`src/sv/tsms_pkg.sv`:
```
package tsms_pkg;

    localparam int STRINGS        = 6;
    localparam int CHORDS         = 9;
    localparam int SUSTAIN_LEVELS = 5;
    localparam int MSG_DEPTH      = 12;
    localparam int DIV_STEPS      = 18;

    localparam logic [6:0] FULL_VALUE = 7'd127;

    localparam logic [1:0] ACT_CHORD  = 2'd0;
    localparam logic [1:0] ACT_STRING = 2'd1;
    localparam logic [1:0] ACT_BUTTON = 2'd2;
    localparam logic [1:0] ACT_OFF    = 2'd3;

    localparam logic [0:0] REG_THRESHOLD = 1'b0;
    localparam logic [0:0] REG_CHANNEL   = 1'b1;

    typedef enum logic [1:0] {
        MSG_OFF = 2'd0,
        MSG_ON  = 2'd1,
        MSG_AT  = 2'd2
    } msg_kind_t;

    typedef struct packed {
        msg_kind_t  kind;
        logic [6:0] note;
        logic [6:0] value;
    } msg_t;

    typedef enum logic [3:0] {
        CMD_NONE,
        CMD_LOAD,
        CMD_CHORD_STEP,
        CMD_TOUCH,
        CMD_SUS_CHECK,
        CMD_DIV_STEP,
        CMD_PRESS,
        CMD_OFF_STEP,
        CMD_BUTTON,
        CMD_DRAIN
    } cmd_op_t;

    typedef struct packed {
        cmd_op_t    op;
        logic [2:0] idx;
    } cmd_t;

    typedef struct packed {
        logic [1:0] act;
        logic       chord_ok;
        logic       string_ok;
        logic       need_div;
        logic       div_done;
        logic       have_msgs;
        logic       drain_last;
    } status_t;

    typedef enum logic [3:0] {
        ST_IDLE,
        ST_DISPATCH,
        ST_CHORD,
        ST_TOUCH,
        ST_CHECK,
        ST_DIV,
        ST_PRESS,
        ST_OFF,
        ST_DONE,
        ST_DRAIN
    } state_t;

    function automatic logic [3:0] status_hi(msg_kind_t kind);
        logic [3:0] r;
        unique case (kind)
            MSG_OFF: r = 4'h8;
            MSG_ON:  r = 4'h9;
            MSG_AT:  r = 4'hA;
            default: r = 4'h8;
        endcase
        return r;
    endfunction

    function automatic logic [10:0] sustain_len(logic [2:0] step);
        logic [10:0] r;
        unique case (step)
            3'd1:    r = 11'd500;
            3'd2:    r = 11'd1000;
            3'd3:    r = 11'd1500;
            3'd4:    r = 11'd2000;
            default: r = 11'd0;
        endcase
        return r;
    endfunction

    function automatic logic [6:0] chord_note(logic [3:0] chord, logic [2:0] s);
        logic [6:0] r;
        r = 7'd0;
        unique case ({chord, s})
            {4'd0, 3'd0}: r = 7'd40; {4'd0, 3'd1}: r = 7'd45; {4'd0, 3'd2}: r = 7'd50;
            {4'd0, 3'd3}: r = 7'd55; {4'd0, 3'd4}: r = 7'd59; {4'd0, 3'd5}: r = 7'd64;
            {4'd1, 3'd1}: r = 7'd48; {4'd1, 3'd2}: r = 7'd52;
            {4'd1, 3'd3}: r = 7'd55; {4'd1, 3'd4}: r = 7'd60; {4'd1, 3'd5}: r = 7'd64;
            {4'd2, 3'd0}: r = 7'd40; {4'd2, 3'd1}: r = 7'd47; {4'd2, 3'd2}: r = 7'd52;
            {4'd2, 3'd3}: r = 7'd55; {4'd2, 3'd4}: r = 7'd59; {4'd2, 3'd5}: r = 7'd64;
            {4'd3, 3'd0}: r = 7'd43; {4'd3, 3'd1}: r = 7'd47; {4'd3, 3'd2}: r = 7'd50;
            {4'd3, 3'd3}: r = 7'd55; {4'd3, 3'd4}: r = 7'd59; {4'd3, 3'd5}: r = 7'd67;
            {4'd4, 3'd2}: r = 7'd50;
            {4'd4, 3'd3}: r = 7'd57; {4'd4, 3'd4}: r = 7'd62; {4'd4, 3'd5}: r = 7'd65;
            {4'd5, 3'd1}: r = 7'd45; {4'd5, 3'd2}: r = 7'd52;
            {4'd5, 3'd3}: r = 7'd57; {4'd5, 3'd4}: r = 7'd60; {4'd5, 3'd5}: r = 7'd64;
            {4'd6, 3'd0}: r = 7'd43; {4'd6, 3'd1}: r = 7'd47; {4'd6, 3'd2}: r = 7'd50;
            {4'd6, 3'd3}: r = 7'd55; {4'd6, 3'd4}: r = 7'd59; {4'd6, 3'd5}: r = 7'd65;
            {4'd7, 3'd0}: r = 7'd41; {4'd7, 3'd1}: r = 7'd48; {4'd7, 3'd2}: r = 7'd53;
            {4'd7, 3'd3}: r = 7'd57; {4'd7, 3'd4}: r = 7'd60; {4'd7, 3'd5}: r = 7'd65;
            {4'd8, 3'd0}: r = 7'd40; {4'd8, 3'd1}: r = 7'd47; {4'd8, 3'd2}: r = 7'd50;
            {4'd8, 3'd3}: r = 7'd56; {4'd8, 3'd4}: r = 7'd59; {4'd8, 3'd5}: r = 7'd64;
            default: r = 7'd0;
        endcase
        return r;
    endfunction

endpackage

```
`src/sv/tsms_datapath.sv`:
```
module tsms_datapath
    import tsms_pkg::*;
(
    input  logic        aclk,
    input  logic        aresetn,
    input  cmd_t        cmd,
    output status_t     status,
    input  logic        cfg_we,
    input  logic [0:0]  cfg_index,
    input  logic [15:0] cfg_data,
    input  logic [1:0]  s_action,
    input  logic [3:0]  s_chord,
    input  logic [2:0]  s_string_index,
    input  logic [15:0] s_touch_filtered,
    input  logic [15:0] s_touch_baseline,
    input  logic        s_button_down,
    input  logic [31:0] s_time_ms,
    input  logic        m_ready,
    output logic [7:0]  m_status_byte,
    output logic [6:0]  m_note,
    output logic [6:0]  m_value,
    output logic        m_last
);

    logic [15:0] thr_reg;
    logic [3:0]  chan_reg;

    logic [1:0]  act_reg;
    logic [3:0]  chord_in_reg;
    logic [2:0]  sidx_reg;
    logic [15:0] filt_reg;
    logic [15:0] base_reg;
    logic        btn_reg;
    logic [31:0] now_reg;

    logic [6:0]  note_reg  [STRINGS];
    logic        held_reg  [STRINGS];
    logic        sus_reg   [STRINGS];
    logic [31:0] stamp_reg [STRINGS];
    logic [3:0]  chord_cur_reg;
    logic [2:0]  step_reg;
    logic        btn_was_reg;

    msg_t        buf_reg [MSG_DEPTH];
    logic [3:0]  cnt_reg;
    logic [3:0]  rd_reg;

    logic [10:0] rem_reg;
    logic [17:0] dvd_reg;
    logic [17:0] q_reg;
    logic [10:0] div_reg;
    logic [4:0]  dcnt_reg;
    logic        need_div_reg;

    // per-cycle update of one string and up to two messages
    logic [2:0]  sel;
    logic        upd_en;
    logic [6:0]  upd_note;
    logic        upd_held;
    logic        upd_sus;
    logic [31:0] upd_stamp;
    logic        ea_v, eb_v;
    msg_t        ea, eb;

    logic [6:0]  cn;
    logic [6:0]  nn;
    logic        touched;
    logic [10:0] ms;
    logic [31:0] elapsed;
    logic        expired;
    logic [10:0] el11;
    logic [17:0] dvd_start;
    logic [11:0] trial;
    logic        qbit;

    assign sel       = (cmd.op == CMD_CHORD_STEP || cmd.op == CMD_OFF_STEP) ? cmd.idx : sidx_reg;
    assign cn        = chord_note(chord_cur_reg, sidx_reg);
    assign nn        = chord_note(chord_in_reg, cmd.idx);
    assign touched   = (base_reg > thr_reg) && (filt_reg < (base_reg - thr_reg));
    assign ms        = sustain_len(step_reg);
    assign elapsed   = now_reg - stamp_reg[sidx_reg];
    assign expired   = elapsed >= {21'd0, ms};
    assign el11      = elapsed[10:0];
    assign dvd_start = {el11, 7'd0} - {7'd0, el11};
    assign trial     = {rem_reg, dvd_reg[17]};
    assign qbit      = trial >= {1'b0, div_reg};

    always_comb begin
        upd_en    = 1'b0;
        upd_note  = note_reg[sel];
        upd_held  = held_reg[sel];
        upd_sus   = sus_reg[sel];
        upd_stamp = stamp_reg[sel];
        ea_v      = 1'b0;
        eb_v      = 1'b0;
        ea        = '{kind: MSG_OFF, note: note_reg[sel], value: 7'd0};
        eb        = '{kind: MSG_OFF, note: note_reg[sel], value: 7'd0};
        unique case (cmd.op)
            CMD_CHORD_STEP: begin
                if (note_reg[sel] != 7'd0 && !sus_reg[sel] && held_reg[sel]) begin
                    upd_en   = 1'b1;
                    ea_v     = 1'b1;
                    eb_v     = nn != 7'd0;
                    eb       = '{kind: MSG_ON, note: nn, value: FULL_VALUE};
                    upd_note = nn;
                end
            end
            CMD_TOUCH: begin
                upd_en = 1'b1;
                if (touched) begin
                    if (!held_reg[sel]) begin
                        if (cn != 7'd0) begin
                            ea_v     = note_reg[sel] != 7'd0;
                            eb_v     = 1'b1;
                            eb       = '{kind: MSG_ON, note: cn, value: FULL_VALUE};
                            upd_note = cn;
                        end
                        upd_held  = 1'b1;
                        upd_sus   = 1'b0;
                        upd_stamp = '0;
                    end else if (sus_reg[sel]) begin
                        ea_v = note_reg[sel] != 7'd0;
                        if (cn != 7'd0) begin
                            eb_v     = 1'b1;
                            eb       = '{kind: MSG_ON, note: cn, value: FULL_VALUE};
                            upd_note = cn;
                        end
                        upd_sus   = 1'b0;
                        upd_stamp = '0;
                    end
                end else if (held_reg[sel] && !sus_reg[sel]) begin
                    if (ms != 11'd0 && note_reg[sel] != 7'd0) begin
                        upd_sus   = 1'b1;
                        upd_stamp = now_reg;
                        ea_v      = 1'b1;
                        ea        = '{kind: MSG_AT, note: note_reg[sel], value: FULL_VALUE};
                    end else begin
                        ea_v     = note_reg[sel] != 7'd0;
                        upd_note = 7'd0;
                        upd_held = 1'b0;
                    end
                end
            end
            CMD_SUS_CHECK: begin
                if (sus_reg[sel] && ms != 11'd0 && expired) begin
                    upd_en    = 1'b1;
                    ea_v      = note_reg[sel] != 7'd0;
                    eb_v      = note_reg[sel] != 7'd0;
                    ea        = '{kind: MSG_AT, note: note_reg[sel], value: 7'd0};
                    upd_note  = 7'd0;
                    upd_held  = 1'b0;
                    upd_sus   = 1'b0;
                    upd_stamp = '0;
                end
            end
            CMD_PRESS: begin
                ea_v = 1'b1;
                ea   = '{kind: MSG_AT, note: note_reg[sel], value: FULL_VALUE - q_reg[6:0]};
            end
            CMD_OFF_STEP: begin
                upd_en    = 1'b1;
                ea_v      = note_reg[sel] != 7'd0;
                upd_note  = 7'd0;
                upd_held  = 1'b0;
                upd_sus   = 1'b0;
                upd_stamp = '0;
            end
            default: begin
            end
        endcase
    end

    always_ff @(posedge aclk) begin
        if (!aresetn) begin
            thr_reg  <= 16'd25;
            chan_reg <= '0;
        end else if (cfg_we) begin
            unique case (cfg_index)
                REG_THRESHOLD: thr_reg  <= cfg_data;
                REG_CHANNEL:   chan_reg <= cfg_data[3:0];
                default: begin
                end
            endcase
        end
    end

    always_ff @(posedge aclk) begin
        if (cmd.op == CMD_LOAD) begin
            act_reg      <= s_action;
            chord_in_reg <= s_chord;
            sidx_reg     <= s_string_index;
            filt_reg     <= s_touch_filtered;
            base_reg     <= s_touch_baseline;
            btn_reg      <= s_button_down;
            now_reg      <= s_time_ms;
        end
    end

    always_ff @(posedge aclk) begin
        if (!aresetn) begin
            for (int i = 0; i < STRINGS; i++) begin
                note_reg[i]  <= '0;
                held_reg[i]  <= 1'b0;
                sus_reg[i]   <= 1'b0;
                stamp_reg[i] <= '0;
            end
            chord_cur_reg <= '0;
            step_reg      <= '0;
            btn_was_reg   <= 1'b0;
        end else begin
            if (upd_en) begin
                note_reg[sel]  <= upd_note;
                held_reg[sel]  <= upd_held;
                sus_reg[sel]   <= upd_sus;
                stamp_reg[sel] <= upd_stamp;
            end
            if (cmd.op == CMD_CHORD_STEP && cmd.idx == 3'(STRINGS - 1)) begin
                chord_cur_reg <= chord_in_reg;
            end
            if (cmd.op == CMD_BUTTON) begin
                if (btn_reg && !btn_was_reg) begin
                    step_reg <= (step_reg == 3'(SUSTAIN_LEVELS - 1)) ? 3'd0 : step_reg + 3'd1;
                end
                btn_was_reg <= btn_reg;
            end
        end
    end

    // message buffer: pack the present messages at the fill count
    always_ff @(posedge aclk) begin
        if (ea_v || eb_v) begin
            buf_reg[cnt_reg] <= ea_v ? ea : eb;
        end
        if (ea_v && eb_v) begin
            buf_reg[cnt_reg + 4'd1] <= eb;
        end
    end

    always_ff @(posedge aclk) begin
        if (!aresetn) begin
            cnt_reg <= '0;
            rd_reg  <= '0;
        end else if (cmd.op == CMD_LOAD) begin
            cnt_reg <= '0;
            rd_reg  <= '0;
        end else begin
            cnt_reg <= cnt_reg + {3'd0, ea_v} + {3'd0, eb_v};
            if (cmd.op == CMD_DRAIN && m_ready) begin
                rd_reg <= rd_reg + 4'd1;
            end
        end
    end

    // restoring divider for the aftertouch pressure
    always_ff @(posedge aclk) begin
        if (!aresetn) begin
            need_div_reg <= 1'b0;
            dcnt_reg     <= '0;
        end else if (cmd.op == CMD_SUS_CHECK) begin
            need_div_reg <= sus_reg[sel] && ms != 11'd0 && !expired;
            dcnt_reg     <= 5'(DIV_STEPS);
        end else if (cmd.op == CMD_DIV_STEP) begin
            dcnt_reg <= dcnt_reg - 5'd1;
        end
    end

    always_ff @(posedge aclk) begin
        if (cmd.op == CMD_SUS_CHECK) begin
            rem_reg <= '0;
            dvd_reg <= dvd_start;
            q_reg   <= '0;
            div_reg <= ms;
        end else if (cmd.op == CMD_DIV_STEP) begin
            rem_reg <= qbit ? 11'(trial - {1'b0, div_reg}) : trial[10:0];
            dvd_reg <= {dvd_reg[16:0], 1'b0};
            q_reg   <= {q_reg[16:0], qbit};
        end
    end

    assign status.act        = act_reg;
    assign status.chord_ok   = (chord_in_reg < 4'(CHORDS)) && (chord_in_reg != chord_cur_reg);
    assign status.string_ok  = sidx_reg < 3'(STRINGS);
    assign status.need_div   = need_div_reg;
    assign status.div_done   = dcnt_reg == 5'd0;
    assign status.have_msgs  = cnt_reg != 4'd0;
    assign status.drain_last = m_ready && m_last;

    assign m_status_byte = {status_hi(buf_reg[rd_reg].kind), chan_reg};
    assign m_note        = buf_reg[rd_reg].note;
    assign m_value       = buf_reg[rd_reg].value;
    assign m_last        = rd_reg == (cnt_reg - 4'd1);

endmodule

```
`src/sv/tsms_ctrl.sv`:
```
module tsms_ctrl
    import tsms_pkg::*;
(
    input  logic    aclk,
    input  logic    aresetn,
    input  logic    s_valid,
    output logic    s_ready,
    output logic    m_valid,
    input  status_t status,
    output cmd_t    cmd
);

    state_t     state_reg, state_next;
    logic [2:0] idx_reg, idx_next;

    always_ff @(posedge aclk) begin
        if (!aresetn) begin
            state_reg <= ST_IDLE;
            idx_reg   <= '0;
        end else begin
            state_reg <= state_next;
            idx_reg   <= idx_next;
        end
    end

    always_comb begin
        state_next = state_reg;
        idx_next   = idx_reg;
        unique case (state_reg)
            ST_IDLE: if (s_valid) state_next = ST_DISPATCH;
            ST_DISPATCH: begin
                idx_next = '0;
                unique case (status.act)
                    ACT_CHORD:  state_next = status.chord_ok ? ST_CHORD : ST_DONE;
                    ACT_STRING: state_next = status.string_ok ? ST_TOUCH : ST_DONE;
                    ACT_BUTTON: state_next = ST_IDLE;
                    ACT_OFF:    state_next = ST_OFF;
                    default:    state_next = ST_IDLE;
                endcase
            end
            ST_CHORD, ST_OFF: begin
                idx_next = idx_reg + 3'd1;
                if (idx_reg == 3'(STRINGS - 1)) state_next = ST_DONE;
            end
            ST_TOUCH: state_next = ST_CHECK;
            ST_CHECK: state_next = ST_DIV;
            ST_DIV: begin
                if (!status.need_div) state_next = ST_DONE;
                else if (status.div_done) state_next = ST_PRESS;
            end
            ST_PRESS: state_next = ST_DONE;
            ST_DONE:  state_next = status.have_msgs ? ST_DRAIN : ST_IDLE;
            ST_DRAIN: if (status.drain_last) state_next = ST_IDLE;
            default:  state_next = ST_IDLE;
        endcase
    end

    always_comb begin
        s_ready = 1'b0;
        m_valid = 1'b0;
        cmd     = '{op: CMD_NONE, idx: idx_reg};
        unique case (state_reg)
            ST_IDLE: begin
                s_ready = 1'b1;
                if (s_valid) cmd.op = CMD_LOAD;
            end
            ST_DISPATCH: if (status.act == ACT_BUTTON) cmd.op = CMD_BUTTON;
            ST_CHORD: cmd.op = CMD_CHORD_STEP;
            ST_OFF:   cmd.op = CMD_OFF_STEP;
            ST_TOUCH: cmd.op = CMD_TOUCH;
            ST_CHECK: cmd.op = CMD_SUS_CHECK;
            ST_DIV:   if (status.need_div && !status.div_done) cmd.op = CMD_DIV_STEP;
            ST_PRESS: cmd.op = CMD_PRESS;
            ST_DRAIN: begin
                m_valid = 1'b1;
                cmd.op  = CMD_DRAIN;
            end
            default: begin
            end
        endcase
    end

endmodule

```
`src/sv/touch_string_midi_sustain.sv`:
```
// Sequence: a button sample is loaded and dispatched and gives no result beats; a
// new chord select or all-off steps through all six strings before the first beat;
// a string sample runs touch and sustain check, then, when the pressure divide runs,
// 18 quotient steps at one bit per cycle and the pressure step. Result beats then go
// out one per cycle while m_ready is high. One item is in flight at a time.
// Reset (aresetn, synchronous, active low) clears all string state, the chord,
// the sustain step, threshold to 25 and channel to 0.
module touch_string_midi_sustain
    import tsms_pkg::*;
(
    input  logic        aclk,
    input  logic        aresetn,
    input  logic        cfg_we,
    input  logic [0:0]  cfg_index,
    input  logic [15:0] cfg_data,
    input  logic        s_valid,
    output logic        s_ready,
    input  logic [1:0]  s_action,
    input  logic [3:0]  s_chord,
    input  logic [2:0]  s_string_index,
    input  logic [15:0] s_touch_filtered,
    input  logic [15:0] s_touch_baseline,
    input  logic        s_button_down,
    input  logic [31:0] s_time_ms,
    output logic        m_valid,
    input  logic        m_ready,
    output logic [7:0]  m_status_byte,
    output logic [6:0]  m_note,
    output logic [6:0]  m_value,
    output logic        m_last
);

    // The controller walks the strings and sequences the divide; the datapath
    // holds the per-string state, the result buffer and the divider.
    cmd_t    cmd;
    status_t status;

    tsms_ctrl u_ctrl (
        .aclk    (aclk),
        .aresetn (aresetn),
        .s_valid (s_valid),
        .s_ready (s_ready),
        .m_valid (m_valid),
        .status  (status),
        .cmd     (cmd)
    );

    // Results gather in a buffer and drain one beat per cycle while m_ready is high,
    // with last on the final beat of the item.
    tsms_datapath u_dp (
        .aclk             (aclk),
        .aresetn          (aresetn),
        .cmd              (cmd),
        .status           (status),
        .cfg_we           (cfg_we),
        .cfg_index        (cfg_index),
        .cfg_data         (cfg_data),
        .s_action         (s_action),
        .s_chord          (s_chord),
        .s_string_index   (s_string_index),
        .s_touch_filtered (s_touch_filtered),
        .s_touch_baseline (s_touch_baseline),
        .s_button_down    (s_button_down),
        .s_time_ms        (s_time_ms),
        .m_ready          (m_ready),
        .m_status_byte    (m_status_byte),
        .m_note           (m_note),
        .m_value          (m_value),
        .m_last           (m_last)
    );

endmodule

```
`config.mk`:
```
export PLATFORM = sky130hd
export DESIGN_NAME = touch_string_midi_sustain
export DESIGN_NICKNAME = d
export VERILOG_FILES = /design/src/sv/tsms_pkg.sv /design/src/sv/tsms_datapath.sv /design/src/sv/tsms_ctrl.sv /design/src/sv/touch_string_midi_sustain.sv
export SDC_FILE = /design/constraint.sdc
export NUM_CORES = 1
export LEC_CHECK = 0
export BUFFER_PORTS_ARGS = -buffer_cell sky130_fd_sc_hd__buf_2
export CORE_MARGIN = 1.5
export CORE_UTILIZATION = 55
export CTS_BUF_LIST = sky130_fd_sc_hd__clkbuf_16
export DETAILED_ROUTE_END_ITERATION = 7
export PLACE_DENSITY = 0.72
export SYNTH_ARGS = -nofsm -noshare
export SYNTH_HDL_FRONTEND = slang
export SYNTH_HIERARCHICAL = 1
export SYNTH_SLANG_ARGS = --single-unit
```
`constraint.sdc`:
```
create_clock -name aclk -period 18 [get_ports aclk]
set_input_delay 1.8 -clock aclk [delete_from_list [all_inputs] [get_ports aclk]]
set_output_delay 1.8 -clock aclk [all_outputs]
set_load 0.005 [all_outputs]
```
After elaboration in Yosys (flattened, before gate mapping):

Memories as Yosys holds them, arrays and structs flattened. A register that Yosys moved wholly into a read port is not among the register bits.
Index checks and enable logic that the tools add are counted.
Widths: inputs -> output; s select.

* memories kept: 7
* ROM bits: 1792
* bits in registers: 170
* memory bits (writable): 438
* logic and storage cells: 238

Memory list
* (no name shown): depth 128, width 7, rd ports 1, clocked after memory_dff 0, write ports 0, RTL line tsms_pkg.sv:98 `unique case ({chord, s})`
* (no name shown): depth 128, width 7, rd ports 1, clocked after memory_dff 0, write ports 0, RTL line tsms_pkg.sv:98
* u_dp.buf_reg: depth 12, width 16, rd ports 1, clocked after memory_dff 1, write ports 2, RTL line tsms_datapath.sv:44 `msg_t buf_reg [MSG_DEPTH];`
* u_dp.stamp_reg: depth 6, width 32, rd ports 1, clocked after memory_dff 1, write ports 6, RTL line tsms_datapath.sv:39 `logic [31:0] stamp_reg [STRINGS];`
* u_dp.note_reg: depth 6, width 7, rd ports 1, clocked after memory_dff 0, write ports 6, RTL line tsms_datapath.sv:36 `logic [6:0] note_reg [STRINGS];`
* u_dp.held_reg: depth 6, width 1, rd ports 1, clocked after memory_dff 0, write ports 6, RTL line tsms_datapath.sv:37 `logic held_reg [STRINGS];`
* +1 memories

* bitwise logic cells: 2
* magnitude comparators: 6
* reductions and logical operators: 44
* equality and inequality tests: 39
* multiplexer cells: 104
* $add $sub $neg: 13

Operator list (number)
* $mux 32: 7
* $mux 16: 8
* $pmux 32 s3: 1
* $pmux 4 s9: 2
* $mux 7: 9
* $pmux 16 s3: 1
* $mux 4: 11
* $pmux 11 s4: 1
* $mux 1: 39
* $mux 18: 2
* $eq 4x3->1 const B: 8
* $ge 32x11->1: 1
* $pmux 16 s2: 1
* $reduce_or 32->1: 1
* $sub 32x32->32: 1
* $mux 15: 2
* $pmux 7 s4: 1
* $mux 3: 8
* $reduce_bool 7->1: 3
* $sub 18x11->18: 1
* $eq 4x2->1 const B: 4
* $eq 4x4->1 const B: 4
* $gt 16x16->1: 1
* $lt 16x16->1: 1
* other kinds (46): 90

Logic depth before layout (Yosys ltp):

Gate-level depths: netlist of run 1.
An unclocked memory read counts as a cell.

* depth after elaboration: 20
* gate-level depth with buffers: 29

Hierarchy:

Netlist of run 1, hierarchy kept.

Modules (own cells, without submodules)
* tsms_datapath: area an instance 36216.0 µm², instances 1, sequential area each 19708.9 µm², cells an instance 3154
* tsms_ctrl: area an instance 774.5 µm², instances 1, sequential area each 140.1 µm², cells an instance 98

Least setup slack after synthesis of run 1:

Ideal clock, no wire load.

* path type: register to register
* from: register (tool-made name)
* to: memory u_dp.stamp_reg[7][0], enable pin
* setup time: 0.501 ns
* arrival: 8.076 ns
* buffers on the path: 3
* setup slack: 9.422 ns
* stages on the path, launching flop included: 23
* period minus slack after synthesis: 8.578 ns
* path through: dfxtp_1 -> clkbuf_1 -> buf_1 -> mux4_2 -> mux2i_1 -> ha_1 -> nor2b_1 -> o31a_1 -> nor2_1 -> xor2_1 -> inv_1 -> ha_1 -> o211ai_1 -> o21ai_0 -> a211oi_1 -> o2111ai_1 -> nor4_1 -> nor4b_1 -> and4_1 -> clkbuf_1 -> o211ai_1 -> nand2_1 -> nor4_1

RTL lines (RTL line)
* to (decl): tsms_datapath.sv:39

==> impl_metrics.csv, run 1 <==
group,metric,value,unit
pwr,p_leak,14.7,nW
grt,antenna_found_initial,0,
timing,hold_slack,0.438,ns
setup_path,worstPathMaxFanout,67,
clock_network,cts_resized,0,
synthesis,yosysWarnings,6,
timing,worst_clock_skew,0.0336,ns
place,io_buffers,118,
pwr,switching_power,0.00285,W
routing,drt-total-wl,103,mm
synthesis,synth_top_area_share,0.485,
setup_path,worstSetupStartpointType,"register",
routing,routed-via-count,27500,
clock_network,cts_tree,"yes",
pwr,pwr-share-seq,0.305,
cells_and_area,syn2layout_area_growth,10.5,%
synthesis,yosysSeqAreaShare,0.537,
pwr,clkPwrFrac,0.231,
setup_path,worstPathCellList,"buf_4 > mux4_2 > mux2i_1 > ha_1 > nor2b_1 > o31a_1 > nor2_1 > xor2_1 > inv_1 > ha_1 > a2111oi_0 > o21ai_0 > a211oi_1 > o2111ai_1 > nor4_1 > nor4b_1 > and4_1 > o21ai_1 > nand4_1 > buf_4 > o21ai_4 > buf_4",
cells_and_area,finalInstanceArea,0.0409,mm^2
setup_path,critPathBufInv,4,
timing,finalCriticalPeriod,8.89,ns
job,max-cap-violations,0,
die,die_y,262,um
min_path,hold_path.class,"register to register",
setup_path,cpMostUsedCell,"buf_4",
die,initial_utilization,0.559,
timing,rsz0062_at_grt,"no",
timing,tightest_slew,1.30,ns
cells_and_area,layout-drive-gt1-share,0.144,
cells_and_area,largest_register_ffs,256,
clock_network,clock_path_buffers,3,
place,place_hpwl,69.3,mm
setup_path,worstSetupPathType,"register to register",
timing,fin_crit_sh,0.494,
synthesis,synthTopCellsByArea,"edfxtp_1, mux4_2, dfxtp_1, ha_1, nand2_1",
timing,setup_ws,9.11,ns
setup_path,worstPathArrival,9.22,ns
synthesis,syn_inst,3252,
synthesis,mappedNetlistNets,3471,
pwr,power.density,165,mW/mm^2
synthesis,syn_avg_cell_area,11.4,um^2
synthesis,synth_edf_count,597,
cells_and_area,n_fill_cell,5225,
pwr,p_int,0.00391,W
setup_path,worstPathRequired,18.33,ns
clock_network,h-tree-depth,3,
cells_and_area,antenna-diode-count,0,
synthesis,yosysUniqueCellTypes,100,
clock_network,post_cts_buffers,0,
synthesis,synth_seq_cells,693,
setup_path,slowest_stage,"dfxtp_4",
grt,grt_overflow,0,
routing,viasPerCell,6.52,
setup_path,slowest_delay,0.73,ns
timing,timing.final.max_slew_violations,0,
timing,fmaxAchievable,113,MHz
pwr,peakVddDrop,0.110,mV
clock_network,cts_root_buf,"clkbuf_16",
die,die_width,262,um
timing,final-hold-violation-count,0,
timing,slew_headroom,0.126,
place,placed_area,0.0384,mm^2
timing,finalSetupTns,0,ns
clock_network,cts_sinks,693,
cells_and_area,final_nets,3514,
setup_path,crit_family,"simple AND/OR/NAND/NOR gates",
synthesis,synthFlopType,"edfxtp_1",
grt,grt_pass1_wl,158,mm
clock_network,ctsHoldBuffers,0,
grt,grt_max_degree,68,
routing,drc,0,
place,gp_congestion,0.938,
synthesis,synth_area_leader_cell,"edfxtp_1",
outcome,status,"finished, final reports clean",
clock_network,path_clk_slew,0.06,ns
die,rows,94,
routing,drtAntennaViolNets,0,
clock_network,cts-buffers-inserted,76,
timing,setup_viol,0,
place,dp_slack,9.17,ns
grt,grt_pass1_vias,27500,
routing,wl_per_cell,24.3,um
die,core_area,0.0662,mm^2
setup_path,endpoint_kind,"register",
synthesis,async_reset_ff_frac,0,
clock_network,clk_latency,0.63,ns
synthesis,synth_area,0.0370,mm^2
routing,first_iter_violations,2905,
pwr,switching_share,0.421,
routing,drtPass1Iterations,6,
die,num_io_pins,121,
pwr,p_comb_frac,0.463,
die,die_area,0.0688,mm^2
grt,track_usage,0.295,
metal layers:
metal | wire, um | track usage | vias up | share of wire
li1 | - | - | 12400 | -
met1 | 40700 | 0.380 | 13700 | 0.40
met2 | 50800 | 0.507 | 1204 | 0.50
met3 | 7350 | 0.0394 | 216 | 0.072
met4 | 3720 | 0.114 | 0 | 0.036
met5 | 0 | 0 | - | 0
Yosys cell counts (17+ instances only):
cell type and number:
clkbuf_1 133, nand2_1 386, nor4_1 18, edfxtp_1 597, o211ai_1 19, and3_1 17
a211oi_1 34, xnor2_1 47, nand4_1 27, nor3_1 147, buf_1 35, o21ai_0 232
o31ai_1 44, ha_1 119, or3_1 19, and2_1 26, o21a_1 19, nor2b_1 26
nor2_1 196, mux2i_1 102, buf_2 28, dfxtp_1 96, o22ai_1 58, inv_1 105
a21boi_0 34, nand2b_1 34, mux4_2 114, nand3_1 112, a311oi_1 18, a21oi_1 136
a21o_1 20
cells by family after synthesis:
logic type	share of synthesized area
other cells	0.000203
mux	0.101
simple gates	0.137
buf+inv	0.0357
fa+ha+maj	0.0424
compound gates	0.132
xor+xnor	0.0158
flops	0.537
final timing paths:
kind                                to  slack, ns     startpoint  cells past startpoint
setup / recovery  u_dp/stamp_reg[4][5]       9.11       register                     22
hold / removal           u_dp/q_reg[6]       0.44  u_dp/q_reg[6]                      2
setup reg to reg  u_dp/stamp_reg[4][5]       9.11       register                     22
hold reg to reg          u_dp/q_reg[6]       0.44  u_dp/q_reg[6]                      2
power by group through the flow:
stage / Combinational, W / Sequential [W] / Clock (W)
2_1_floorplan: 0.00225 / 0.00200 / 0
3_3_place_gp: 0.00300 / 0.00209 / 0
3_5_place_dp: 0.00306 / 0.00210 / 0
4_1_cts: 0.00307 / 0.00206 / 0.00159
5_1_grt: 0.00339 / 0.00208 / 0.00165
6_report: 0.00313 / 0.00206 / 0.00156
layout by cell type (no fill, tap or decap), drive strengths merged, types with 13 or more instances in the layout:
master | Yosys | routed
ha | 119 | 119
nor3 | 148 | 148
edfxtp | 597 | 597
nand3 | 114 | 114
and3 | 17 | 17
o21ai | 242 | 242
o211ai | 20 | 20
xnor2 | 48 | 48
mux2i | 102 | 102
clkinv | 1 | 27
inv | 105 | 127
buf | 79 | 177
a311oi | 18 | 18
or3 | 19 | 19
clkbuf | 133 | 78
nor2b | 26 | 26
a21o | 20 | 20
a31oi | 13 | 13
mux4 | 114 | 114
nor4 | 19 | 19
nand2b | 34 | 34
o21a | 19 | 19
a21oi | 138 | 138
o22ai | 59 | 59
and2 | 26 | 26
a211oi | 37 | 37
xor2 | 17 | 17
nand2 | 386 | 386
nand4 | 28 | 28
dfxtp | 96 | 96
a21boi | 38 | 38
nor2 | 197 | 197
o31ai | 46 | 46
worst reg2reg max path, stage by stage (launching register included):
cell	delay [ns]
dfxtp_4	0.73
buf_4	0.70
mux4_2	0.63
mux2i_1	0.25
ha_1	0.28
nor2b_1	0.15
o31a_1	0.28
nor2_1	0.18
xor2_1	0.59
inv_1	0.17
ha_1	0.33
a2111oi_0	0.38
o21ai_0	0.17
a211oi_1	0.23
o2111ai_1	0.15
nor4_1	0.27
nor4b_1	0.71
and4_1	0.50
o21ai_1	0.27
nand4_1	0.19
buf_4	0.71
o21ai_4	0.37
buf_4	0.36
per-stage QoR:
step	cells	total power (W)	utilization
final	4220	0.00676	0.617
after global routing	4220	0.00712	0.617
after CTS	4220	0.00672	0.617
after detailed placement	4081	0.00516	0.579
after global placement	4081	0.00509	0.579
after floorplan	3252	0.00425	-
cell type report:
type | instances | area [um^2] | area share
clock inverters | 61 | 559 | 0.0137
clock buffers | 78 | 1950 | 0.0478
well taps | 864 | 1080 | 0.0265
repair buffers | 177 | 1030 | 0.0253
flip-flops and latches | 693 | 19900 | 0.486
multi-input cells | 2241 | 16000 | 0.391
inverters | 106 | 398 | 0.00974
Note: power is estimated with default switching activity, not from simulation.
==> run 2, diff against run 1 <==
clock period = 9.05 ns   (was 18 ns; I/O delays follow)
==> run 2 against run 1 <==
Net effect: worst setup slack got worse by 8.4 ns; clock skew increased by 0.0017 ns; critical endpoint is now u_dp/buf_reg[2][6]; first-iteration DRC count rose by 14%; largest power group unchanged; power up 96%; via count rose by 0.90%; utilization down 0.19 points; global-route usage is essentially flat; wire length down 0.19%; count of clock-buffer cells in the layout is 2 lower; critical path type unchanged; largest cell class unchanged.
==> impl_metrics.csv, run 2 (synthesis gave the netlist of run 1 again) <==
group,metric,value,unit
setup_path,worstPathArrival,8.50,ns
setup_path,endpoint_kind,"register",
pwr,switching_power,0.00563,W
grt,grt_max_degree,73,
cells_and_area,final_nets,3517,
routing,drtAntennaViolNets,0,
timing,worst_clock_skew,0.0353,ns
cells_and_area,layout-drive-gt1-share,0.141,
die,num_io_pins,121,
timing,slew_headroom,0.111,
routing,wl_per_cell,24.2,um
cells_and_area,largest_register_ffs,256,
die,die_area,0.0688,mm^2
timing,final-hold-violation-count,0,
timing,tightest_slew,1.32,ns
pwr,p_leak,14.6,nW
min_path,hold_path.class,"input pin to register",
pwr,peakVddDrop,0.316,mV
routing,drtPass1Iterations,6,
cells_and_area,finalInstanceArea,0.0407,mm^2
place,io_buffers,118,
routing,viasPerCell,6.58,
grt,antenna_found_initial,0,
clock_network,cts-buffers-inserted,75,
die,core_area,0.0662,mm^2
setup_path,regToRegSetupSlack,0.74,ns
pwr,power.density,326,mW/mm^2
grt,grt_pass1_vias,27400,
timing,finalSetupTns,0,ns
timing,timing.final.max_slew_violations,0,
timing,rsz0062_at_grt,"no",
setup_path,worstSetupPathType,"register to register",
cells_and_area,n_fill_cell,5206,
outcome,status,"finished, final reports clean",
setup_path,worstSetupStartpointType,"register",
cells_and_area,layout_common_cells,"edfxtp_1, nand2_1, o21ai_0",
cells_and_area,syn2layout_area_growth,10.1,%
pwr,p_int,0.00763,W
clock_network,path_clk_slew,0.06,ns
timing,fin_crit_sh,0.918,
clock_network,post_cts_buffers,0,
die,die_width,262,um
place,place_hpwl,68.1,mm
clock_network,clock_path_buffers,3,
job,max-cap-violations,0,
routing,drt-total-wl,102,mm
clock_network,h-tree-depth,3,
grt,grt_pass1_wl,158,mm
setup_path,worstPathMaxFanout,40,
clock_network,clk_latency,0.64,ns
pwr,p_comb_frac,0.469,
timing,finalCriticalPeriod,8.31,ns
timing,fmaxAchievable,120,MHz
grt,track_usage,0.294,
die,die_y,262,um
routing,routed-via-count,27800,
place,gp_congestion,0.955,
timing,setup_viol,0,
setup_path,worstPathRequired,9.25,ns
clock_network,cts_tree,"yes",
clock_network,cts_sinks,693,
routing,drc,0,
die,initial_utilization,0.559,
clock_network,cts_root_buf,"clkbuf_16",
pwr,switching_share,0.425,
pwr,pwr-share-seq,0.311,
grt,grt_overflow,0,
place,placed_area,0.0384,mm^2
pwr,clkPwrFrac,0.220,
clock_network,cts_resized,0,
routing,first_iter_violations,3303,
cells_and_area,layout_commonest_cell,"edfxtp_1",
clock_network,ctsHoldBuffers,0,
die,rows,94,
==> run 2: changes by cell type in the layout (fill, tap and decap cells not counted), moves of 2 or more <==
cell,before,now
clkinv_1,13,23
buf_4,59,62
clkinv_2,10,4
clkinv_4,2,0
clkbuf_16,78,76
clkinvlp_4,4,1
bufinv_16,9,5
==> run 2: worst paths after layout <==
kind	cells past startpoint	end	from
setup / recovery	19	u_dp/buf_reg[2][6]	register
hold / removal	1	u_dp/now_reg[19]	s_time_ms[19]
setup reg to reg	19	u_dp/buf_reg[2][6]	register
hold reg to reg	2	u_dp/rem_reg[0]	u_dp/rem_reg[0]
==> run 2: layout make-up <==
class	count	area [um^2]	area share
antenna	1	2.50	0.0000614
sequential	693	19900	0.487
timing repair buffer	181	1080	0.0264
tap	864	1080	0.0265
clock inverter	60	434	0.0107
clock buffer	76	1900	0.0467
inverter	106	398	0.00977
multi-input combinational	2241	16000	0.392
==> run 2: power groups by stage <==
stage	Combinational, W	Sequential [W]	Clock (W)
finish	0.00622	0.00412	0.00292
global route	0.00671	0.00416	0.00309
CTS	0.00608	0.00412	0.00297
detailed placement	0.00604	0.00418	0
global placement	0.00595	0.00417	0
floorplan	0.00448	0.00397	0
==> run 2: metal layers <==
metal	vias up	global-route usage	part of all wire
met1	13600	0.379	0.38
met4	0	0.118	0.037
met5	-	0	0
li1	12400	-	-
met3	238	0.0503	0.090
met2	1485	0.497	0.49
==> run 2: per-stage QoR <==
step           worst slack [ns]  utilization  total power (W)  hold slack [ns]  instances
6_report                  0.744        0.615           0.0133            0.451       4222
5_1_grt                   0.164        0.615           0.0140            0.433       4221
4_1_cts                   0.791        0.615           0.0132            0.427       4221
3_5_place_dp              0.846        0.580           0.0102            0.451       4085
3_3_place_gp               1.02        0.580           0.0101            0.426       4085
2_1_floorplan             0.472            -          0.00845            0.416       3252
==> run 2: critical path: stages (launching register included) <==
cell	delay, ns
dfxtp_4	0.69
buf_4	0.75
mux4_2	0.60
mux2i_1	0.18
ha_1	0.33
a211o_1	0.32
a221o_1	0.35
nand2_1	0.11
nand2_1	0.07
xor2_1	0.26
ha_1	0.30
a221o_1	0.32
nor3_1	0.14
o2111ai_1	0.12
nor4_1	0.24
nor4b_1	0.63
and4_1	0.50
o211ai_2	0.55
nand3_1	0.77
nand2b_1	0.60
